$ cat config.mk
export PLATFORM = sky130hd
export DESIGN_NAME = pftr_seq
export DESIGN_NICKNAME = d
export VERILOG_FILES = /design/src/sv/pftr_pkg.sv /design/src/sv/pftr_seq.sv
export SDC_FILE = /design/constraint.sdc
export NUM_CORES = 1
export LEC_CHECK = 0
export BUFFER_PORTS_ARGS = -buffer_cell sky130_fd_sc_hd__buf_2
export CAP_MARGIN = 20
export CORE_MARGIN = 4
export CORE_UTILIZATION = 58
export DETAILED_ROUTE_END_ITERATION = 8
export PLACE_DENSITY_LB_ADDON = 0.2
export REMOVE_ABC_BUFFERS = 1
export SETUP_SLACK_MARGIN = 0.2
export SLEW_MARGIN = 15
export SYNTH_ARGS = -nofsm -noshare
export SYNTH_HDL_FRONTEND = slang
export SYNTH_SLANG_ARGS = --single-unit
$ cat constraint.sdc
create_clock -name clock -period 9.25 [get_ports clock]
set_clock_uncertainty 0.05 [all_clocks]
set_input_delay 0 -clock clock [delete_from_list [all_inputs] [get_ports clock]]
set_output_delay 0 -clock clock [all_outputs]
set_load 0.01 [all_outputs]
$ cat src/sv/pftr_pkg.sv
`timescale 1ns / 1ps

package pftr_pkg;

   // Item actions
   localparam logic [1:0] ACT_CLEAR  = 2'd0;
   localparam logic [1:0] ACT_RENDER = 2'd1;
   localparam logic [1:0] ACT_READ   = 2'd2;
   localparam logic [1:0] ACT_NONE   = 2'd3;

   // Register indexes
   localparam logic CSR_IMAGE_WIDTH   = 1'b0;
   localparam logic CSR_INITIAL_PAGES = 1'b1;

   // Widest store address over the parameter range (255 x 32 bytes)
   localparam int STORE_AW_MAX = 13;
   // Address sums before the range check (column + width * page + width)
   localparam int CALC_W = 14;

   // Glyph numbers and character codes
   localparam logic [4:0] GLYPH_BLANK    = 5'd26;
   localparam logic [4:0] GLYPH_PERIOD   = 5'd27;
   localparam logic [4:0] GLYPH_QUESTION = 5'd28;
   localparam logic [4:0] GLYPH_EXCLAIM  = 5'd29;
   localparam logic [4:0] GLYPH_COMMA    = 5'd30;

   localparam logic [7:0] CH_UPPER_A = 8'h41;
   localparam logic [7:0] CH_UPPER_Z = 8'h5A;
   localparam logic [7:0] CH_LOWER_A = 8'h61;
   localparam logic [7:0] CH_LOWER_Z = 8'h7A;
   localparam logic [7:0] CH_SPACE   = 8'h20;
   localparam logic [7:0] CH_PERIOD  = 8'h2E;
   localparam logic [7:0] CH_QUESTION = 8'h3F;
   localparam logic [7:0] CH_EXCLAIM = 8'h21;
   localparam logic [7:0] CH_COMMA   = 8'h2C;

   // 5-row font, pixel rows in bits 7..3; last slot unused
   localparam logic [7:0] FONT_ROM [32][4] = '{
      '{8'hF0, 8'h48, 8'h48, 8'hF0}, '{8'hF8, 8'hA8, 8'hA8, 8'h50},
      '{8'h70, 8'h88, 8'h88, 8'h50}, '{8'hF8, 8'h88, 8'h88, 8'h70},
      '{8'hF8, 8'hA8, 8'hA8, 8'h88}, '{8'hF8, 8'h28, 8'h28, 8'h08},
      '{8'h70, 8'h88, 8'hA8, 8'hE8}, '{8'hF8, 8'h20, 8'h20, 8'hF8},
      '{8'h88, 8'hF8, 8'h88, 8'h00}, '{8'h88, 8'h88, 8'h88, 8'h78},
      '{8'hF8, 8'h20, 8'h50, 8'h88}, '{8'hF8, 8'h80, 8'h80, 8'h00},
      '{8'hF8, 8'h10, 8'h10, 8'hF8}, '{8'hF8, 8'h10, 8'h20, 8'hF8},
      '{8'h70, 8'h88, 8'h88, 8'h70}, '{8'hF8, 8'h48, 8'h48, 8'h30},
      '{8'h70, 8'h88, 8'h48, 8'hB0}, '{8'hF8, 8'h48, 8'h48, 8'hB0},
      '{8'h90, 8'hA8, 8'hA8, 8'h48}, '{8'h08, 8'hF8, 8'h08, 8'h00},
      '{8'h78, 8'h80, 8'h80, 8'h78}, '{8'h78, 8'h80, 8'h60, 8'h18},
      '{8'hF8, 8'h40, 8'h40, 8'hF8}, '{8'hD8, 8'h20, 8'h20, 8'hD8},
      '{8'h98, 8'hA0, 8'hA0, 8'h78}, '{8'hC8, 8'hA8, 8'hA8, 8'h98},
      '{8'h00, 8'h00, 8'h00, 8'h00}, '{8'h80, 8'h00, 8'h00, 8'h00},
      '{8'h10, 8'h08, 8'hA8, 8'h10}, '{8'hB8, 8'h00, 8'h00, 8'h00},
      '{8'hC0, 8'h00, 8'h00, 8'h00}, '{8'h00, 8'h00, 8'h00, 8'h00}
   };

   typedef struct packed {
      logic                    en;
      logic                    we;
      logic [STORE_AW_MAX-1:0] addr;
      logic [7:0]              wdata;
   } mem_req_type;

   typedef struct packed {
      logic [7:0] read_data;
      logic [7:0] cursor_column;
      logic [7:0] cursor_row;
      logic [3:0] page_count;
      logic       overflow;
   } result_type;

   typedef struct packed {
      logic       supported;
      logic       space;
      logic [4:0] glyph;
   } glyph_sel_type;

   // Columns before the first empty one
   function automatic logic [2:0] glyph_width(input logic [4:0] g);
      logic [2:0] w;
      logic       stop;
      w    = '0;
      stop = 1'b0;
      for (int i = 0; i < 4; i++) begin
         if (!stop && FONT_ROM[g][i] != 8'h00) begin
            w = w + 3'd1;
         end else begin
            stop = 1'b1;
         end
      end
      return w;
   endfunction

   function automatic glyph_sel_type char_to_glyph(input logic [7:0] ch);
      glyph_sel_type s;
      s = '{supported: 1'b1, space: 1'b0, glyph: GLYPH_BLANK};
      priority if (ch >= CH_UPPER_A && ch <= CH_UPPER_Z) begin
         s.glyph = 5'(ch - CH_UPPER_A);
      end else if (ch >= CH_LOWER_A && ch <= CH_LOWER_Z) begin
         s.glyph = 5'(ch - CH_LOWER_A);
      end else if (ch == CH_SPACE) begin
         s.space = 1'b1;
      end else if (ch == CH_PERIOD) begin
         s.glyph = GLYPH_PERIOD;
      end else if (ch == CH_QUESTION) begin
         s.glyph = GLYPH_QUESTION;
      end else if (ch == CH_EXCLAIM) begin
         s.glyph = GLYPH_EXCLAIM;
      end else if (ch == CH_COMMA) begin
         s.glyph = GLYPH_COMMA;
      end else begin
         s.supported = 1'b0;
      end
      return s;
   endfunction

endpackage

$ cat src/sv/pftr_seq.sv
`timescale 1ns / 1ps

module pftr_seq
   import pftr_pkg::*;
#(
   parameter int MAX_PAGES = 8,
   parameter int DEPTH     = 1024,
   parameter int AW        = 10,
   parameter int PW        = 4
) (
   input  logic        clock,
   input  logic        reset,
   input  logic        req_valid,
   output logic        req_stall,
   input  logic [1:0]  req_action,
   input  logic [7:0]  req_char_code,
   input  logic [9:0]  req_read_address,
   input  logic [7:0]  image_width,
   input  logic [3:0]  initial_pages,
   input  logic        slot_free,
   output logic        done,
   output result_type  result,
   output mem_req_type mem_req,
   input  logic [7:0]  mem_rdata
);

   typedef enum logic [8:0] {
      ST_CLEAR = 9'b000000001,
      ST_IDLE  = 9'b000000010,
      ST_WRAP  = 9'b000000100,
      ST_BASE  = 9'b000001000,
      ST_RD    = 9'b000010000,
      ST_WR    = 9'b000100000,
      ST_ADV   = 9'b001000000,
      ST_RDCAP = 9'b010000000,
      ST_DONE  = 9'b100000000
   } state_type;

   state_type         state_ff, state_in;
   logic [7:0]        cur_left_ff, cur_left_in;
   logic [7:0]        cur_top_ff, cur_top_in;
   logic [PW-1:0]     pages_ff, pages_in;
   logic [4:0]        glyph_ff, glyph_in;
   logic              repeat_ff, repeat_in;
   logic [2:0]        width_ff, width_in;
   logic [1:0]        col_ff, col_in;
   logic              lower_ff, lower_in;
   logic [CALC_W-1:0] base_ff, base_in;
   logic              ovf_ff, ovf_in;
   logic [7:0]        rd_ff, rd_in;
   logic [AW-1:0]     clr_idx_ff, clr_idx_in;
   logic              clr_rsp_ff, clr_rsp_in;

   logic              req_accept;
   glyph_sel_type     sel;
   logic [2:0]        w_cur;
   logic              wrap;
   logic [7:0]        top_wrapped;
   logic              grow;
   logic [CALC_W-1:0] addr_calc;
   logic              addr_ok;
   logic [15:0]       shifted;
   logic [7:0]        bits;
   logic              more_cols;
   logic              need_lower;
   logic [12:0]       page_off;

   assign req_stall  = (state_ff != ST_IDLE);
   assign req_accept = req_valid && !req_stall;
   assign sel        = char_to_glyph(req_char_code);
   assign w_cur      = glyph_width(glyph_ff);

   // Wrap test and page growth against the wrapped row
   assign wrap        = ({1'b0, cur_left_ff} + 9'(w_cur)) >= {1'b0, image_width};
   assign top_wrapped = cur_top_ff + 8'd6;
   assign grow        = (({2'b0, top_wrapped} + 10'd5) > (10'(pages_ff) << 3))
                        && (32'(pages_ff) < MAX_PAGES);

   assign page_off  = 13'(image_width) * 13'(cur_top_ff[7:3]);
   assign addr_calc = base_ff + CALC_W'(col_ff)
                      + (lower_ff ? CALC_W'(image_width) : CALC_W'(0));
   assign addr_ok   = addr_calc < CALC_W'(DEPTH);

   // Glyph column placed at the row offset; upper page bits 10:3, lower 15:11
   assign shifted = 16'(FONT_ROM[glyph_ff][col_ff]) << cur_top_ff[2:0];
   assign bits    = lower_ff ? {3'b000, shifted[15:11]} : shifted[10:3];

   assign more_cols  = (3'(col_ff) + 3'd1) < width_ff;
   assign need_lower = !lower_ff && (cur_top_ff[2:0] > 3'd3);

   always_comb begin
      state_in    = state_ff;
      cur_left_in = cur_left_ff;
      cur_top_in  = cur_top_ff;
      pages_in    = pages_ff;
      glyph_in    = glyph_ff;
      repeat_in   = repeat_ff;
      width_in    = width_ff;
      col_in      = col_ff;
      lower_in    = lower_ff;
      base_in     = base_ff;
      ovf_in      = ovf_ff;
      rd_in       = rd_ff;
      clr_idx_in  = clr_idx_ff;
      clr_rsp_in  = clr_rsp_ff;
      mem_req     = '{en: 1'b0, we: 1'b0, addr: '0, wdata: '0};
      done        = 1'b0;

      unique case (state_ff)
         ST_CLEAR: begin
            mem_req = '{en: 1'b1, we: 1'b1, addr: STORE_AW_MAX'(clr_idx_ff), wdata: 8'h00};
            clr_idx_in = clr_idx_ff + AW'(1);
            if (clr_idx_ff == AW'(DEPTH - 1)) begin
               state_in = clr_rsp_ff ? ST_DONE : ST_IDLE;
            end
         end
         ST_IDLE: begin
            if (req_accept) begin
               ovf_in = 1'b0;
               rd_in  = 8'h00;
               unique case (req_action)
                  ACT_CLEAR: begin
                     cur_left_in = '0;
                     cur_top_in  = '0;
                     pages_in    = (32'(initial_pages) > MAX_PAGES) ? PW'(MAX_PAGES)
                                                                    : PW'(initial_pages);
                     clr_idx_in  = '0;
                     clr_rsp_in  = 1'b1;
                     state_in    = ST_CLEAR;
                  end
                  ACT_RENDER: begin
                     glyph_in  = sel.glyph;
                     repeat_in = sel.space;
                     state_in  = sel.supported ? ST_WRAP : ST_DONE;
                  end
                  ACT_READ: begin
                     if (32'(req_read_address) < DEPTH) begin
                        mem_req = '{en: 1'b1, we: 1'b0,
                                    addr: STORE_AW_MAX'(req_read_address), wdata: 8'h00};
                        state_in = ST_RDCAP;
                     end else begin
                        state_in = ST_DONE;
                     end
                  end
                  ACT_NONE: begin
                     state_in = ST_DONE;
                  end
                  default: begin
                     state_in = ST_DONE;
                  end
               endcase
            end
         end
         ST_WRAP: begin
            if (wrap) begin
               cur_left_in = '0;
               cur_top_in  = top_wrapped;
               if (grow) begin
                  pages_in = pages_ff + PW'(1);
               end
            end
            width_in = w_cur;
            col_in   = '0;
            lower_in = 1'b0;
            state_in = ST_BASE;
         end
         ST_BASE: begin
            base_in  = CALC_W'(cur_left_ff) + CALC_W'(page_off);
            state_in = (width_ff == 3'd0) ? ST_ADV : ST_RD;
         end
         ST_RD, ST_WR: begin
            if (state_ff == ST_RD && addr_ok) begin
               mem_req  = '{en: 1'b1, we: 1'b0, addr: STORE_AW_MAX'(addr_calc), wdata: 8'h00};
               state_in = ST_WR;
            end else begin
               if (state_ff == ST_WR) begin
                  mem_req = '{en: 1'b1, we: 1'b1, addr: STORE_AW_MAX'(addr_calc),
                              wdata: mem_rdata | bits};
               end else begin
                  ovf_in = 1'b1;
               end
               priority if (more_cols) begin
                  col_in   = col_ff + 2'd1;
                  state_in = ST_RD;
               end else if (need_lower) begin
                  col_in   = '0;
                  lower_in = 1'b1;
                  state_in = ST_RD;
               end else begin
                  state_in = ST_ADV;
               end
            end
         end
         ST_ADV: begin
            cur_left_in = cur_left_ff + 8'(width_ff) + 8'd1;
            if (repeat_ff) begin
               repeat_in = 1'b0;
               state_in  = ST_WRAP;
            end else begin
               state_in = ST_DONE;
            end
         end
         ST_RDCAP: begin
            rd_in    = mem_rdata;
            state_in = ST_DONE;
         end
         ST_DONE: begin
            if (slot_free) begin
               done     = 1'b1;
               state_in = ST_IDLE;
            end
         end
         default: begin
            state_in = ST_IDLE;
         end
      endcase
   end

   assign result = '{read_data: rd_ff, cursor_column: cur_left_ff, cursor_row: cur_top_ff,
                     page_count: 4'(pages_ff), overflow: ovf_ff};

   always_ff @(posedge clock) begin
      if (reset) begin
         state_ff    <= ST_CLEAR;
         cur_left_ff <= '0;
         cur_top_ff  <= '0;
         pages_ff    <= PW'(1);
         repeat_ff   <= 1'b0;
         clr_idx_ff  <= '0;
         clr_rsp_ff  <= 1'b0;
      end else begin
         state_ff    <= state_in;
         cur_left_ff <= cur_left_in;
         cur_top_ff  <= cur_top_in;
         pages_ff    <= pages_in;
         repeat_ff   <= repeat_in;
         clr_idx_ff  <= clr_idx_in;
         clr_rsp_ff  <= clr_rsp_in;
      end
   end

   always_ff @(posedge clock) begin
      glyph_ff <= glyph_in;
      width_ff <= width_in;
      col_ff   <= col_in;
      lower_ff <= lower_in;
      base_ff  <= base_in;
      ovf_ff   <= ovf_in;
      rd_ff    <= rd_in;
   end

`ifndef SYNTHESIS
   a_write_in_store: assert property (@(posedge clock) disable iff (reset)
      state_ff == ST_WR |-> addr_calc < CALC_W'(DEPTH))
      else $error("glyph write-back outside the store");

   a_pages_saturate: assert property (@(posedge clock) disable iff (reset)
      32'(pages_ff) <= MAX_PAGES)
      else $error("page count above its limit");

   a_clear_cursor: assert property (@(posedge clock) disable iff (reset)
      req_accept && req_action == ACT_CLEAR |=> cur_left_ff == '0 && cur_top_ff == '0)
      else $error("clear left the cursor in place");

   a_idle_quiet: assert property (@(posedge clock) disable iff (reset)
      state_ff == ST_IDLE && !req_accept |-> !mem_req.en)
      else $error("store access while idle");
`endif

endmodule

==> results_dict.tcl <==
set metrics [dict create \
    outcome "finished, final reports clean" \
    cap_violations 0 \
    critPathLaunchType "flop" \
    fin_crit_ps 6350 \
    clk_latency_ps 340 \
    powerDensity_nw_per_um2 89.3 \
    dp_hpwl_mm 15.7 \
    synth_area_per_cell_um2 8.21 \
    postCtsSetupRepairBufs 0 \
    syn_area_um2 7950 \
    clock-sinks 74 \
    tightest_slew_ps 1040 \
    via_count 7266 \
    area_growth_pct 11.5 \
    die_w_um 125 \
    h-tree-depth 3 \
    io_buffer_count 96 \
    ys_warn_count 0 \
    p_leak_nw 3.87 \
    grt_pass1_vias 6884 \
    final_common_cell "buf_2" \
    synth-edff-count 34 \
    ir_drop_uv 99.0 \
    synth_cells 969 \
    fin_crit_sh 0.686 \
    cts_tree "built" \
    initial_core_util 0.596 \
    max_stage_delay_ps 1040 \
    max_clock_freq_mhz 157 \
    synth-main-ff-cell "dfxtp_1" \
    path_class "reg -> reg" \
    cp.required_ps 9460 \
    final_cell_mix "buf_2, ha_1, nand2_1" \
    synth_top_cell_by_area "edfxtp_1" \
    path_cells "inv_1, ha_1, nand2b_1, o311ai_0, o311ai_0, nor4b_1, a21oi_1, ha_1, o21a_1, ha_1, a21o_1, a21oi_1, nor2_1, xor2_1, ha_1, nand2_1, o21ai_0, a21oi_1, o211ai_1, nand2_2, or4_1, a211oi_1" \
    cp_top_family "compound AO/OA/AOI/OAI gates" \
    coreArea_um2 13300 \
    ant_nets 0 \
    yosysUniqueCellTypes 80 \
    firstDrtPassIters 6 \
    cts-resized-gates 0 \
    wl_per_cell_um 16.6 \
    cp_common_cell "ha_1" \
    fin_nets 1197 \
    synth.area.top_cells "edfxtp_1, ha_1, dfxtp_1" \
    grt_overflow 0 \
    root_buffer "clkbuf_16" \
    num_rows 42 \
    hold_buffers 11 \
    placed_area_um2 8470 \
    grt_max_degree 50 \
    drcViolationCount 0 \
    crit_arrival_ps 6560 \
    drive_gt1_frac 0.131 \
    antenna_found_initial 0 \
    gp_congestion 0.936 \
    io_pins 98 \
    cts_made_buffers 9 \
    die_h_um 125 \
    die_area_um2 15600 \
    setup_viol 0 \
    rsz0062_at_grt "false" \
    fin_tns_setup_ps 0 \
    finalWirelength_mm 20.3 \
    endpoint_kind "flop" \
    first_iter_violations 499 \
    worstPathBufferInverterCount 1 \
    slew_violations 0 \
    grt.total_usage 0.260 \
    clk_path_buf_depth 2 \
    cp_max_fo 40 \
    async_flop_share 0 \
    yosysTopAreaCellShare 0.128 \
    slowest_stage "edfxtp_1" \
    whs_ps 15.6 \
    synth_seq_area_share 0.229 \
    fin_area_um2 8860 \
    synth_seq_cells 74 \
    antennaDiodeCount 0 \
    clkTransAtPathRegs_ps 60 \
    vias_per_cell 5.94 \
    slew_headroom 0.304 \
    grt_first_pass_wirelength_mm 33.9 \
    finalHoldViolCount 0 \
    hp-class "in -> reg" \
]
-- cell families after synthesis --
group,synth area share
AO/OA/AOI/OAI,0.199
XOR/XNOR,0.0518
adder cells (fa/ha/maj),0.205
buffers and inverters,0.0622
flip-flops,0.229
multiplexers,0.0275
other,0.000472
AND/OR/NAND/NOR,0.225
-- power by group --
group          switching (mW)  total, mW  internal (mW)
logic                  0.0661      0.111         0.0450
clock network           0.133      0.329          0.196
registers             0.00639      0.352          0.345
-- final timing paths --
| path | startpoint | to | slack [ps] | cells past startpoint |
|---|---|---|---|---|
| hold reg to reg | clr_rsp_ff | clr_rsp_ff | 460 | 2 |
| setup / recovery | glyph_ff[2] | cur_left_ff[6] | 2900 | 22 |
| hold / removal | slot_free | state_ff[8] | 20 | 4 |
| setup reg to reg | glyph_ff[2] | cur_left_ff[6] | 2900 | 22 |
-- synth_stat cells, drive strengths merged, types with 8 or more instances --
| cell | number |
|---|---|
| nand4 | 9 |
| xor2 | 21 |
| nand2 | 78 |
| a21oi | 73 |
| and2 | 43 |
| or3 | 11 |
| o21a | 9 |
| edfxtp | 34 |
| a22oi | 17 |
| a211oi | 14 |
| nand2b | 21 |
| a31oi | 14 |
| xnor2 | 26 |
| and3 | 8 |
| ha | 80 |
| fa | 31 |
| nor2 | 69 |
| a21o | 12 |
| or2 | 9 |
| nand3 | 25 |
| clkbuf | 37 |
| nor3 | 33 |
| inv | 77 |
| mux2i | 14 |
| nor2b | 13 |
| buf | 11 |
| o21ai | 46 |
| dfxtp | 40 |
-- final cells by class --
cell class | instances | area [µm²]
well taps | 176 | 220
fillers | 1156 | 4480
inverters | 78 | 293
flip-flops and latches | 74 | 1820
clock buffers | 12 | 256
multi-input cells | 769 | 5640
repair buffers | 110 | 613
clock inverters | 4 | 25.0
-- tightest hold or removal path: cells and delay by family --
| kind | cells | cell delay, ps |
|---|---|---|
| AO/OA/AOI/OAI | 1 | 80 |
| AND/OR/NAND/NOR | 1 | 110 |
| buffers and inverters | 2 | 140 |
-- layer usage --
| metal | track usage | wire, µm | vias up |
|---|---|---|---|
| li1 | - | - | 3595 |
| met1 | 0.362 | 9350 | 3414 |
| met3 | 0.0550 | 1370 | 24 |
| met4 | 0.0593 | 235 | 0 |
| met5 | 0 | 0 | - |
| met2 | 0.419 | 9300 | 233 |
-- per-stage QoR --
step | total power [mW] | utilization | cells | setup WS [ps]
after floorplan | 0.422 | - | 921 | 3710
after global placement | 0.464 | 0.635 | 1196 | 3200
after detailed placement | 0.465 | 0.635 | 1196 | 3010
after CTS | 0.797 | 0.664 | 1223 | 2960
after global routing | 0.828 | 0.664 | 1223 | 2250
final | 0.792 | 0.664 | 1223 | 2900
-- registers in the layout, summed over array words and instances, names as in the netlist --
signal       flops
clr_rsp_ff       1
glyph_ff         5
width_ff         3
base_ff         14
lower_ff         1
col_ff           2
rd_ff            8
clr_idx_ff      10
repeat_ff        1
cur_left_ff      8
state_ff         9
cur_top_ff       7
ovf_ff           1
pages_ff         4
No activity file was read; power rests on OpenSTA's default activity.
